**src/rtl/core/hsv2rgb_pkg.sv**
```systemverilog
package hsv2rgb_pkg;

    // fixed field widths
    localparam int HUE_W  = 24;
    localparam int IN_W   = 16;
    localparam int CH_W   = 8;

    // hue split widths: quotient by one sector, quotient by six, remainder
    localparam int QUO_W  = 12;
    localparam int QD6_W  = 10;
    localparam int REM_W  = 12;

    // one sector is 60 degrees in 1/64 degree steps
    localparam logic [REM_W-1:0] HUE_SECTOR = 12'd3840;

    // reciprocal of 15 for a 15-bit dividend, exact after the shift
    localparam logic [16:0] RECIP15       = 17'd34953;
    localparam int          RECIP15_SHIFT = 19;

    // reciprocal of 6 for a quotient below 2185, exact after the shift
    localparam logic [12:0] RECIP6        = 13'd5462;
    localparam int          RECIP6_SHIFT  = 15;

    // colour wheel sectors, named by the hues at their ends
    typedef enum logic [2:0] {
        SEC_R_Y = 3'd0,
        SEC_Y_G = 3'd1,
        SEC_G_C = 3'd2,
        SEC_C_B = 3'd3,
        SEC_B_M = 3'd4,
        SEC_M_R = 3'd5
    } sector_t;

    // hue after the division stages
    typedef struct packed {
        logic [QUO_W-1:0] quo;
        logic [QD6_W-1:0] quo_div6;
        logic [REM_W-1:0] rem;
    } hue_split_t;

    // the four scaled channel candidates and the sector that picks among them
    typedef struct packed {
        sector_t         sector;
        logic [CH_W-1:0] cv;
        logic [CH_W-1:0] cp;
        logic [CH_W-1:0] cq;
        logic [CH_W-1:0] ct;
    } chan_set_t;

endpackage

```
**src/rtl/core/hsv2rgb_front.sv**
```systemverilog
module hsv2rgb_front #(
    parameter int FRAC_BITS = 12
) (
    input  logic                                   aclk,
    input  logic                                   aresetn,
    input  logic                                   in_valid,
    output logic                                   in_ready,
    input  logic signed [hsv2rgb_pkg::HUE_W-1:0]   hue,
    input  logic signed [hsv2rgb_pkg::IN_W-1:0]    sat,
    input  logic signed [hsv2rgb_pkg::IN_W-1:0]    bri,
    output logic                                   out_valid,
    input  logic                                   out_ready,
    output hsv2rgb_pkg::hue_split_t                out_hue,
    output logic [FRAC_BITS:0]                     out_sat,
    output logic [FRAC_BITS:0]                     out_val
);

    localparam int UW = FRAC_BITS + 1;
    localparam logic [16:0] ONE_C = 17'(1) << FRAC_BITS;

    // clamp a signed Q-format input to 0..one
    function automatic logic [UW-1:0] clamp_unit(input logic signed [15:0] raw);
        logic [16:0] mag;
        mag = {2'b00, raw[14:0]};
        if (raw[15]) begin
            return '0;
        end else if (mag > ONE_C) begin
            return ONE_C[UW-1:0];
        end else begin
            return mag[UW-1:0];
        end
    endfunction

    logic        en1, en2;
    logic        vld1_reg, vld2_reg;
    logic [22:0] hue_pos;
    logic [14:0] hue_hi;
    logic [31:0] quo_prod;
    logic [14:0] hue_hi_reg;
    logic [7:0]  hue_lo_reg;
    logic [hsv2rgb_pkg::QUO_W-1:0] quo_reg;
    logic [UW-1:0] sat1_reg, val1_reg, sat2_reg, val2_reg;
    logic [14:0] r15_full;
    logic [24:0] quo6_prod;
    hsv2rgb_pkg::hue_split_t hue_next, hue_reg;

    // stage enables, a bubble is filled even while the output stalls
    assign en2      = !vld2_reg || out_ready;
    assign en1      = !vld1_reg || en2;
    assign in_ready = en1;

    // stage 1: clamp, quotient of the hue by one sector
    assign hue_pos  = hue[23] ? 23'd0 : hue[22:0];
    assign hue_hi   = hue_pos[22:8];
    assign quo_prod = 32'(hue_hi) * 32'(hsv2rgb_pkg::RECIP15);

    // stage 2: remainder within the sector, quotient by six
    assign r15_full  = hue_hi_reg - 15'({quo_reg, 4'b0000}) + 15'(quo_reg);
    assign quo6_prod = 25'(quo_reg) * 25'(hsv2rgb_pkg::RECIP6);

    always_comb begin
        hue_next.quo      = quo_reg;
        hue_next.quo_div6 = quo6_prod[hsv2rgb_pkg::RECIP6_SHIFT +: hsv2rgb_pkg::QD6_W];
        hue_next.rem      = {r15_full[3:0], hue_lo_reg};
    end

    // valid bits
    always_ff @(posedge aclk) begin
        if (!aresetn) begin
            vld1_reg <= 1'b0;
            vld2_reg <= 1'b0;
        end else begin
            if (en1) begin
                vld1_reg <= in_valid;
            end
            if (en2) begin
                vld2_reg <= vld1_reg;
            end
        end
    end

    // payload
    always_ff @(posedge aclk) begin
        if (en1 && in_valid) begin
            hue_hi_reg <= hue_hi;
            hue_lo_reg <= hue_pos[7:0];
            quo_reg    <= quo_prod[hsv2rgb_pkg::RECIP15_SHIFT +: hsv2rgb_pkg::QUO_W];
            sat1_reg   <= clamp_unit(sat);
            val1_reg   <= clamp_unit(bri);
        end
        if (en2 && vld1_reg) begin
            hue_reg  <= hue_next;
            sat2_reg <= sat1_reg;
            val2_reg <= val1_reg;
        end
    end

    assign out_valid = vld2_reg;
    assign out_hue   = hue_reg;
    assign out_sat   = sat2_reg;
    assign out_val   = val2_reg;

endmodule

```
**src/rtl/core/hsv2rgb_chan.sv**
```systemverilog
module hsv2rgb_chan #(
    parameter int FRAC_BITS = 12
) (
    input  logic                     aclk,
    input  logic                     aresetn,
    input  logic                     in_valid,
    output logic                     in_ready,
    input  hsv2rgb_pkg::hue_split_t  in_hue,
    input  logic [FRAC_BITS:0]       in_sat,
    input  logic [FRAC_BITS:0]       in_val,
    output logic                     out_valid,
    input  logic                     out_ready,
    output hsv2rgb_pkg::chan_set_t   out_chan
);

    localparam int UW  = FRAC_BITS + 1;
    localparam int NW  = FRAC_BITS + 12;
    localparam int PW  = 2 * FRAC_BITS + 13;
    localparam int YW  = 2 * FRAC_BITS + 18;
    localparam int RSH = 2 * FRAC_BITS + 8;

    localparam logic [UW-1:0] ONE_U    = UW'(1) << FRAC_BITS;
    localparam logic [NW-1:0] FULL_NUM = NW'(hsv2rgb_pkg::HUE_SECTOR) << FRAC_BITS;

    // round(17 * prod / 2^RSH), which equals round(255 * v * num / (one^2 * 3840))
    function automatic logic [7:0] round_chan(input logic [PW-1:0] prod);
        logic [YW-1:0]     y;
        logic [YW-RSH-1:0] r;
        y = YW'(prod) + (YW'(prod) << 4) + (YW'(1) << (RSH - 1));
        r = y[YW-1:RSH];
        if (r > (YW-RSH)'(255)) begin
            return 8'hFF;
        end else begin
            return r[7:0];
        end
    endfunction

    logic en3, en4, en5;
    logic vld3_reg, vld4_reg, vld5_reg;
    logic [hsv2rgb_pkg::QUO_W-1:0] sec_full;
    logic [NW-1:0] num_p, num_q, num_t;
    logic [NW-1:0] num_p3_reg, num_q3_reg, num_t3_reg;
    logic [UW-1:0] val3_reg;
    hsv2rgb_pkg::sector_t sec3_reg, sec4_reg;
    logic [PW-1:0] prod_v4_reg, prod_p4_reg, prod_q4_reg, prod_t4_reg;
    hsv2rgb_pkg::chan_set_t chan_next, chan_reg;

    // stage enables
    assign en5      = !vld5_reg || out_ready;
    assign en4      = !vld4_reg || en5;
    assign en3      = !vld3_reg || en4;
    assign in_ready = en3;

    // stage 3: sector from the quotient, numerators of p, q and t
    assign sec_full = in_hue.quo - hsv2rgb_pkg::QUO_W'({in_hue.quo_div6, 2'b00})
                                 - hsv2rgb_pkg::QUO_W'({in_hue.quo_div6, 1'b0});
    assign num_p = NW'(ONE_U - in_sat) * NW'(hsv2rgb_pkg::HUE_SECTOR);
    assign num_q = FULL_NUM - NW'(in_hue.rem) * NW'(in_sat);
    assign num_t = FULL_NUM - NW'(hsv2rgb_pkg::HUE_SECTOR - in_hue.rem) * NW'(in_sat);

    // stage 5: scale by 255 and round to nearest
    always_comb begin
        chan_next.sector = sec4_reg;
        chan_next.cv     = round_chan(prod_v4_reg);
        chan_next.cp     = round_chan(prod_p4_reg);
        chan_next.cq     = round_chan(prod_q4_reg);
        chan_next.ct     = round_chan(prod_t4_reg);
    end

    // valid bits
    always_ff @(posedge aclk) begin
        if (!aresetn) begin
            vld3_reg <= 1'b0;
            vld4_reg <= 1'b0;
            vld5_reg <= 1'b0;
        end else begin
            if (en3) begin
                vld3_reg <= in_valid;
            end
            if (en4) begin
                vld4_reg <= vld3_reg;
            end
            if (en5) begin
                vld5_reg <= vld4_reg;
            end
        end
    end

    // payload, stage 4 forms the value products
    always_ff @(posedge aclk) begin
        if (en3 && in_valid) begin
            sec3_reg   <= hsv2rgb_pkg::sector_t'(sec_full[2:0]);
            val3_reg   <= in_val;
            num_p3_reg <= num_p;
            num_q3_reg <= num_q;
            num_t3_reg <= num_t;
        end
        if (en4 && vld3_reg) begin
            sec4_reg    <= sec3_reg;
            prod_v4_reg <= PW'(val3_reg) * PW'(FULL_NUM);
            prod_p4_reg <= PW'(val3_reg) * PW'(num_p3_reg);
            prod_q4_reg <= PW'(val3_reg) * PW'(num_q3_reg);
            prod_t4_reg <= PW'(val3_reg) * PW'(num_t3_reg);
        end
        if (en5 && vld4_reg) begin
            chan_reg <= chan_next;
        end
    end

    assign out_valid = vld5_reg;
    assign out_chan  = chan_reg;

endmodule

```
**src/rtl/core/hsv_to_rgb_converter.sv**
```systemverilog
// HSV to RGB colour converter, one pixel per beat.
// Input channel (s_valid/s_ready): s_hue in 1/64 degree, s_saturation and
// s_brightness as signed fixed point with FRAC_BITS fraction bits. Negative
// hue is taken as zero, larger hue wraps modulo 360 degrees, saturation and
// brightness are clamped to 0..1.
// Output channel (m_valid/m_ready): 8-bit m_red, m_green, m_blue, rounded.
// An accepted input beat passes two hue division stages, a numerator stage,
// a multiply stage, a rounding stage and the sector select into the output
// register before m_valid rises.
// Throughput is one beat per cycle while s_ready is high; every stage carries
// its own valid bit. When m_ready is low the output register holds its beat,
// and the stages behind it keep filling bubbles; s_ready falls only once all
// six are full. Nothing is lost or repeated across a stall.
// Reset (aresetn low, synchronous) clears all valid bits, so the block starts
// empty; no other state is reset.
module hsv_to_rgb_converter #(
    parameter int FRAC_BITS = 12
) (
    input  logic                                 aclk,
    input  logic                                 aresetn,
    input  logic                                 s_valid,
    output logic                                 s_ready,
    input  logic signed [hsv2rgb_pkg::HUE_W-1:0] s_hue,
    input  logic signed [hsv2rgb_pkg::IN_W-1:0]  s_saturation,
    input  logic signed [hsv2rgb_pkg::IN_W-1:0]  s_brightness,
    output logic                                 m_valid,
    input  logic                                 m_ready,
    output logic [hsv2rgb_pkg::CH_W-1:0]         m_red,
    output logic [hsv2rgb_pkg::CH_W-1:0]         m_green,
    output logic [hsv2rgb_pkg::CH_W-1:0]         m_blue
);

    logic                    front_valid, front_ready;
    hsv2rgb_pkg::hue_split_t front_hue;
    logic [FRAC_BITS:0]      front_sat, front_val;
    logic                    chan_valid, chan_ready;
    hsv2rgb_pkg::chan_set_t  chan;
    logic                    en6;
    logic                    m_valid_reg;
    logic [hsv2rgb_pkg::CH_W-1:0] red_reg, green_reg, blue_reg;
    logic [hsv2rgb_pkg::CH_W-1:0] red_next, green_next, blue_next;

    // clamp and hue split
    hsv2rgb_front #(
        .FRAC_BITS (FRAC_BITS)
    ) u_front (
        .aclk      (aclk),
        .aresetn   (aresetn),
        .in_valid  (s_valid),
        .in_ready  (s_ready),
        .hue       (s_hue),
        .sat       (s_saturation),
        .bri       (s_brightness),
        .out_valid (front_valid),
        .out_ready (front_ready),
        .out_hue   (front_hue),
        .out_sat   (front_sat),
        .out_val   (front_val)
    );

    // channel candidates v, p, q, t
    hsv2rgb_chan #(
        .FRAC_BITS (FRAC_BITS)
    ) u_chan (
        .aclk      (aclk),
        .aresetn   (aresetn),
        .in_valid  (front_valid),
        .in_ready  (front_ready),
        .in_hue    (front_hue),
        .in_sat    (front_sat),
        .in_val    (front_val),
        .out_valid (chan_valid),
        .out_ready (chan_ready),
        .out_chan  (chan)
    );

    // sector select
    always_comb begin
        case (chan.sector)
            hsv2rgb_pkg::SEC_R_Y: begin
                red_next = chan.cv; green_next = chan.ct; blue_next = chan.cp;
            end
            hsv2rgb_pkg::SEC_Y_G: begin
                red_next = chan.cq; green_next = chan.cv; blue_next = chan.cp;
            end
            hsv2rgb_pkg::SEC_G_C: begin
                red_next = chan.cp; green_next = chan.cv; blue_next = chan.ct;
            end
            hsv2rgb_pkg::SEC_C_B: begin
                red_next = chan.cp; green_next = chan.cq; blue_next = chan.cv;
            end
            hsv2rgb_pkg::SEC_B_M: begin
                red_next = chan.ct; green_next = chan.cp; blue_next = chan.cv;
            end
            default: begin
                red_next = chan.cv; green_next = chan.cp; blue_next = chan.cq;
            end
        endcase
    end

    // output register
    assign en6        = !m_valid_reg || m_ready;
    assign chan_ready = en6;

    always_ff @(posedge aclk) begin
        if (!aresetn) begin
            m_valid_reg <= 1'b0;
        end else if (en6) begin
            m_valid_reg <= chan_valid;
        end
    end

    always_ff @(posedge aclk) begin
        if (en6 && chan_valid) begin
            red_reg   <= red_next;
            green_reg <= green_next;
            blue_reg  <= blue_next;
        end
    end

    assign m_valid = m_valid_reg;
    assign m_red   = red_reg;
    assign m_green = green_reg;
    assign m_blue  = blue_reg;

endmodule

```
**config.mk**
```make
export PLATFORM = sky130hd
export DESIGN_NAME = hsv_to_rgb_converter
export DESIGN_NICKNAME = d
export VERILOG_FILES = /design/src/rtl/core/hsv2rgb_pkg.sv /design/src/rtl/core/hsv2rgb_front.sv /design/src/rtl/core/hsv2rgb_chan.sv /design/src/rtl/core/hsv_to_rgb_converter.sv
export SDC_FILE = /design/constraint.sdc
export NUM_CORES = 2
export LEC_CHECK = 0
export BUFFER_PORTS_ARGS = -buffer_cell sky130_fd_sc_hd__buf_2
export CAP_MARGIN = 20
export CORE_MARGIN = 5
export CORE_UTILIZATION = 60
export CTS_CLUSTER_DIAMETER = 80
export CTS_CLUSTER_SIZE = 25
export DETAILED_ROUTE_END_ITERATION = 16
export GPL_TIMING_DRIVEN = 0
export HOLD_SLACK_MARGIN = 0.08
export PLACE_DENSITY = 0.74
export SETUP_SLACK_MARGIN = 0.4
export SYNTH_ARGS = -nofsm -noshare
export SYNTH_HDL_FRONTEND = slang
export SYNTH_SLANG_ARGS = --single-unit
```
**constraint.sdc**
```tcl
create_clock -name aclk -period 23 [get_ports aclk]
set_input_delay 3.45 -clock aclk [delete_from_list [all_inputs] [get_ports aclk]]
set_output_delay 3.45 -clock aclk [all_outputs]
set_load 0.1 [all_outputs]
```
# Word level (Yosys, flattened, before mapping)
# Index checks and enable logic that the tools add are counted.
[totals]
elab_cells = 102
register_bits = 369
[classes]
multipliers = 9
n_eq_ne = 4
n_addsub = 16
muxes = 6
n_reduce_logical = 25
magnitude_cmp = 6
[ops]
columns = ["op", "count"]
rows = [
  ["37-bit by 41-bit adder with 42-bit output", 4],
  ["42-bit by 32-bit adder with 42-bit output, second input constant", 4],
  ["13-bit by 24-bit multiplier with 37-bit output", 2],
  ["8-bit case mux with 3 select lines", 3],
  ["24-bit subtractor, first input constant", 2],
  ["10-bit by 8-bit > comparator with 1-bit output, second input constant", 4],
  ["15-bit by 16-bit multiplier with 31-bit output, second input constant", 1],
  ["15-bit by 13-bit > comparator with 1-bit output, second input constant", 2],
  ["13-bit by 16-bit multiplier with 29-bit output", 1],
  ["13-bit two-way mux", 2],
  ["12-bit by 13-bit multiplier with 24-bit output", 1],
  ["24-bit by 13-bit multiplier with 24-bit output", 1],
  ["24-bit by 4-bit multiplier with 16-bit output, second input constant", 1],
  ["23-bit two-way mux", 1],
  ["13-bit by 4-bit multiplier with 17-bit output, second input constant", 1],
  ["12-bit by 12-bit multiplier with 16-bit output, second input constant", 1],
  ["13-bit by 13-bit subtractor with 14-bit output, first input constant", 1],
  ["12-bit by 12-bit subtractor with 13-bit output, first input constant", 1],
  ["2-bit OR reduction", 6],
  ["3-bit by 2-bit equality test with 1-bit output, second input constant", 2],
  ["1-bit logical AND", 6],
  ["1-bit zero test", 6],
  ["1-bit logical OR", 6],
  ["3-bit subtractor", 2],
  ["5 further kinds", 5],
]

# Logic depth before layout (Yosys ltp)
[logic_depth]
depth_word = 8
ltp_mapped = 27
ltp_nobuf = 26

# Modules after synthesis
# A second synthesis with hierarchy kept.
[hier_totals]
hier_cells = 6102
hier_area_um2 = 60778.3
[modules_own_cells]
columns = ["module", "cells_each", "area_each_um2", "instances"]
rows = [
  ["hsv2rgb_chan", 5233, 50375.8, 1],
  ["hsv2rgb_front", 724, 8773.4, 1],
  ["hsv_to_rgb_converter", 145, 1629.1, 1],
]

# Least setup slack after synthesis
# OpenSTA, ideal clock, no wires.
[synth_timing]
kind = "in2reg"
startpoint = "input port m_ready"
endpoint = "register u_chan.prod_p4_reg[10] (enable)"
arrival_ns = 9.132
setup_ns = 0.620
setup_slack_ns = 13.248
required_ns = 22.381
n_path_buf = 0
path_stages = 3
path_cell_list = "nor2b_1 > and3_1 > nor2b_1"
[synth_between]
elab_chain_cells = 4
[synth_lines]
columns = ["element", "line", "rtl"]
rows = [
  ["start, declared", "hsv_to_rgb_converter.sv:27", "input logic m_ready,"],
  ["1-bit logical OR", "hsv_to_rgb_converter.sv:102", "assign en6 = !m_valid_reg || m_ready;"],
  ["1-bit logical OR", "hsv2rgb_chan.sv:49", "assign en5 = !vld5_reg || out_ready;"],
  ["1-bit logical OR", "hsv2rgb_chan.sv:50", "assign en4 = !vld4_reg || en5;"],
  ["1-bit logical AND", "hsv2rgb_chan.sv:98", "if (en4 && vld3_reg) begin"],
  ["end signal, assigned", "hsv2rgb_chan.sv:101", "prod_p4_reg <= PW'(val3_reg) * PW'(num_p3_reg);"],
  ["end, declared", "hsv2rgb_chan.sv:45", "logic [PW-1:0] prod_v4_reg, prod_p4_reg, prod_q4_reg, prod_t4_reg;"],
]
# No other way between the ends.
# A chain may end at the register's enable or synchronous reset.

# Worst setup path after layout
[layout_timing]
startpoint = "input port m_ready"
endpoint = "output port s_ready"
[layout_between]
elab_chain_cells = 6
[layout_lines]
columns = ["element", "line", "rtl"]
rows = [
  ["1-bit logical OR", "hsv_to_rgb_converter.sv:102", ""],
  ["1-bit logical OR", "hsv2rgb_chan.sv:49", ""],
  ["1-bit logical OR", "hsv2rgb_chan.sv:50", ""],
  ["1-bit logical OR", "hsv2rgb_chan.sv:51", "assign en3 = !vld3_reg || en4;"],
  ["1-bit logical OR", "hsv2rgb_front.sv:48", "assign en2 = !vld2_reg || out_ready;"],
  ["1-bit logical OR", "hsv2rgb_front.sv:49", "assign en1 = !vld1_reg || en2;"],
  ["end, declared", "hsv_to_rgb_converter.sv:22", "output logic s_ready,"],
]
# No other way between the ends.

==> impl_metrics.yaml <==
status:
  status: "completed"
place:
  placed_area_um2: 62150
  routabilityCongestion: 0.9668
  dp_hpwl_um: 128100
  io_buffer_count: 85
clock_network:
  insertion_delay_ns: 0.60
  cts_sinks: 359
  cts_made_buffers: 25
  post_cts_resized: 0
  cts_tree: "built"
  cts.clk_slew.worst_paths_ns: 0.10
  postCtsHoldBufs: 0
  cts-root-buf: "clkbuf_16"
  clockBufferDepth: 3
  postCtsSetupRepairBufs: 0
  htree_levels: 1
floorplan:
  initial_core_util_pct: 60.66
  ioPinCount: 86
  fp-row-count: 115
  dieHeight_um: 325.9
  core_area_um2: 98710
  fp.dieW_um: 325.9
  dieArea_um2: 106200
synthesis:
  ys_warn_count: 0
  synthMuxAreaShare_pct: 0.7649
  synth_xor_area_share_pct: 3.204
  synth-main-ff-cell: "edfxtp_1"
  synth_top_family_by_area: "adder cells"
  synth_fa_ha_area_share_pct: 49.40
  async_flop_share_pct: 0
  synthSimpleGateAreaFrac_pct: 13.62
  synth_seq_cells: 359
  synth_compound_area_share_pct: 6.639
  synthCells: 5998
  avgSynthCellArea_um2: 9.982
  synth_edf_count: 353
  synthDistinctLibCells: 77
  yosysSeqAreaShare_pct: 17.91
  netlist_area_um2: 59870
  synthesis.nets: 7820
setup_path:
  timing.rr.start: "u_front.out_hue[4]$_DFFE_PP_"
  critPathKind: "in2out"
  critPathRequiredTime_ns: 19.55
  cp.arrival_ns: 5.28
  cp_max_fo: 6
  worstSetupStartpoint: "m_ready"
  cp_cell_sequence: "buf_2 > nor2b_1 > and3_1 > and2_0 > nand3_1 > buf_2"
  crit_top_cell: "buf_2"
  cp_slowest_cell: "and2_0"
  endpoint_kind: "output pin"
  start_kind: "input port"
  max_stage_delay_ns: 0.53
sta:
  drv_slew: 0
  grt_setup_unrepaired: "no"
  final.period_utilization_pct: 37.94
  clock.fmax_ghz: 0.1146
  skew_ns: 0.03294
  tns_ns: 0
  period_needed_ns: 8.725
  setup_viol: 0
  tightest_slew_ns: 1.196
  slew-limit-headroom_pct: 20.26
  hold_viol_final: 0
detailed_routing:
  initialDrtViolationCount: 2880
  vias_per_cell: 5.668
  drcViolationCount: 0
  dr.pass1.iters: 6
  routed_wl_um: 151100
  via_count: 42090
  wl_per_cell_um: 20.35
  antenna_left: 0
global_route:
  grt_pass1_wl_um: 243500
  globalRouteOverflowTotal: 0
  antenna_found_initial: 8
  grt_pass1_vias: 44690
  grt_max_degree: 38
  track_usage_pct: 29.13
layout:
  drive_gt1_share_pct: 3.372
  largest_reg_flops: 37
  layout.nets: 7942
  fillCellCount: 7980
  finish.instance_area_um2: 63070
  area_growth_pct: 5.335
min_path:
  hold_start: "u_front.sat1_reg[2]$_SDFFCE_PP0P_"
  min_path_type: "reg2reg"
flow_run:
  drv_cap: 0
==> per-stage QoR <==
step / hold WS (ns) / util (%) / std cells / worst slack (ns)
2_1_floorplan: 0.4003 / - / 5998 / 13.25
3_3_place_gp: 0.4008 / 62.72 / 7370 / 11.02
3_5_place_dp: 0.4045 / 62.96 / 7379 / 14.24
4_1_cts: 0.4189 / 63.88 / 7424 / 14.28
5_1_grt: 0.4296 / 63.89 / 7426 / 14.19
6_report: 0.4169 / 63.89 / 7426 / 14.27
==> cell type report <==
| type | instances | area [µm²] | share of cell area (%) |
|---|---|---|---|
| clock inverters | 19 | 277.8 | 0.4404 |
| repair buffers | 95 | 619.3 | 0.9820 |
| plain buffers | 239 | 897.1 | 1.422 |
| well taps | 1287 | 1610 | 2.553 |
| flip-flops and latches | 359 | 10720 | 17.00 |
| multi-input cells | 4288 | 44140 | 69.98 |
| clock buffers | 26 | 629.4 | 0.9979 |
| diodes | 1 | 2.502 | 0.003968 |
| inverters | 1112 | 4174 | 6.618 |
==> worst max-delay path: cells and delay by family <==
| family | cells | cell delay [ns] |
|---|---|---|
| simple gates | 4 | 1.41 |
| buf+inv | 2 | 0.42 |
==> metal layers <==
metal	up-vias	GRT usage, %	routed length, µm
met5	-	0	40
met4	6	13.21	9132
met3	422	5.728	12400
met2	1562	47.08	68980
met1	20890	38.45	60570
li1	19210	-	-
==> placed cells by master, fill, tap and decap left out, types with 25 or more instances in the layout <==
cell,count
inv_1,1112
fa_1,1003
nand2_1,762
ha_1,759
and2_1,500
edfxtp_1,353
clkbuf_1,236
a21oi_1,178
xnor2_1,155
nor2_1,143
o21ai_0,90
buf_2,85
a21o_1,74
xor2_1,64
nor2b_1,50
nor3_1,49
nand3_1,48
o21a_1,33
o21bai_1,29
a211oi_1,26
clkbuf_16,25
==> path summary, 6_finish.rpt <==
check | endpoint | slack, ns | cells past startpoint
setup / recovery | s_ready | 14.27 | 6
hold / removal | u_front.out_sat[2]$_DFFE_PP_ | 0.42 | 0
setup reg to reg | u_chan.num_t3_reg[21]$_DFFE_PP_ | 14.67 | 25
hold reg to reg | u_front.out_sat[2]$_DFFE_PP_ | 0.42 | 0
==> synth_stat cells (6+ instances only) <==
cell type,n,area share [%]
nor3_1,49,0.41
a31oi_1,18,0.19
nand2b_1,22,0.23
a21oi_1,178,1.5
xnor2_1,155,2.3
o21ai_1,6,0.050
a21boi_0,6,0.075
nor2b_1,53,0.55
or3_1,9,0.094
nand3b_1,6,0.075
inv_1,1112,7.0
o21a_1,33,0.41
a21o_1,74,0.93
o21ai_0,90,0.75
nor2_1,143,0.90
nor4_1,14,0.15
a211oi_1,26,0.33
nand2_1,762,4.8
dfxtp_1,6,0.20
edfxtp_1,353,18
o21bai_1,29,0.36
o31ai_1,9,0.11
or2_2,8,0.084
clkbuf_1,235,1.5
and3_1,14,0.15
and2_1,500,5.2
xor2_1,64,0.94
and4_1,10,0.15
mux2_2,22,0.41
nand3_1,48,0.40
nand4_1,19,0.20
ha_1,759,16
o211ai_1,14,0.18
mux2i_1,21,0.35
nor3b_1,6,0.075
fa_1,1003,34
a2111oi_0,7,0.10
a211o_1,14,0.20
a31o_2,6,0.088
o22ai_1,17,0.18
==> logic make-up (layout without fill, tap and decap cells) <==
kind of cell / Yosys count / after routing
buf+inv: 1351 / 1491
xor+xnor: 219 / 219
compound gates: 590 / 590
simple gates: 1674 / 1674
other cells: 0 / 1
flops: 359 / 359
mux: 43 / 43
fa+ha+maj: 1762 / 1762
Power is not shown: default switching activity piles up to over one toggle a cycle in this logic, so the estimate is an artifact.
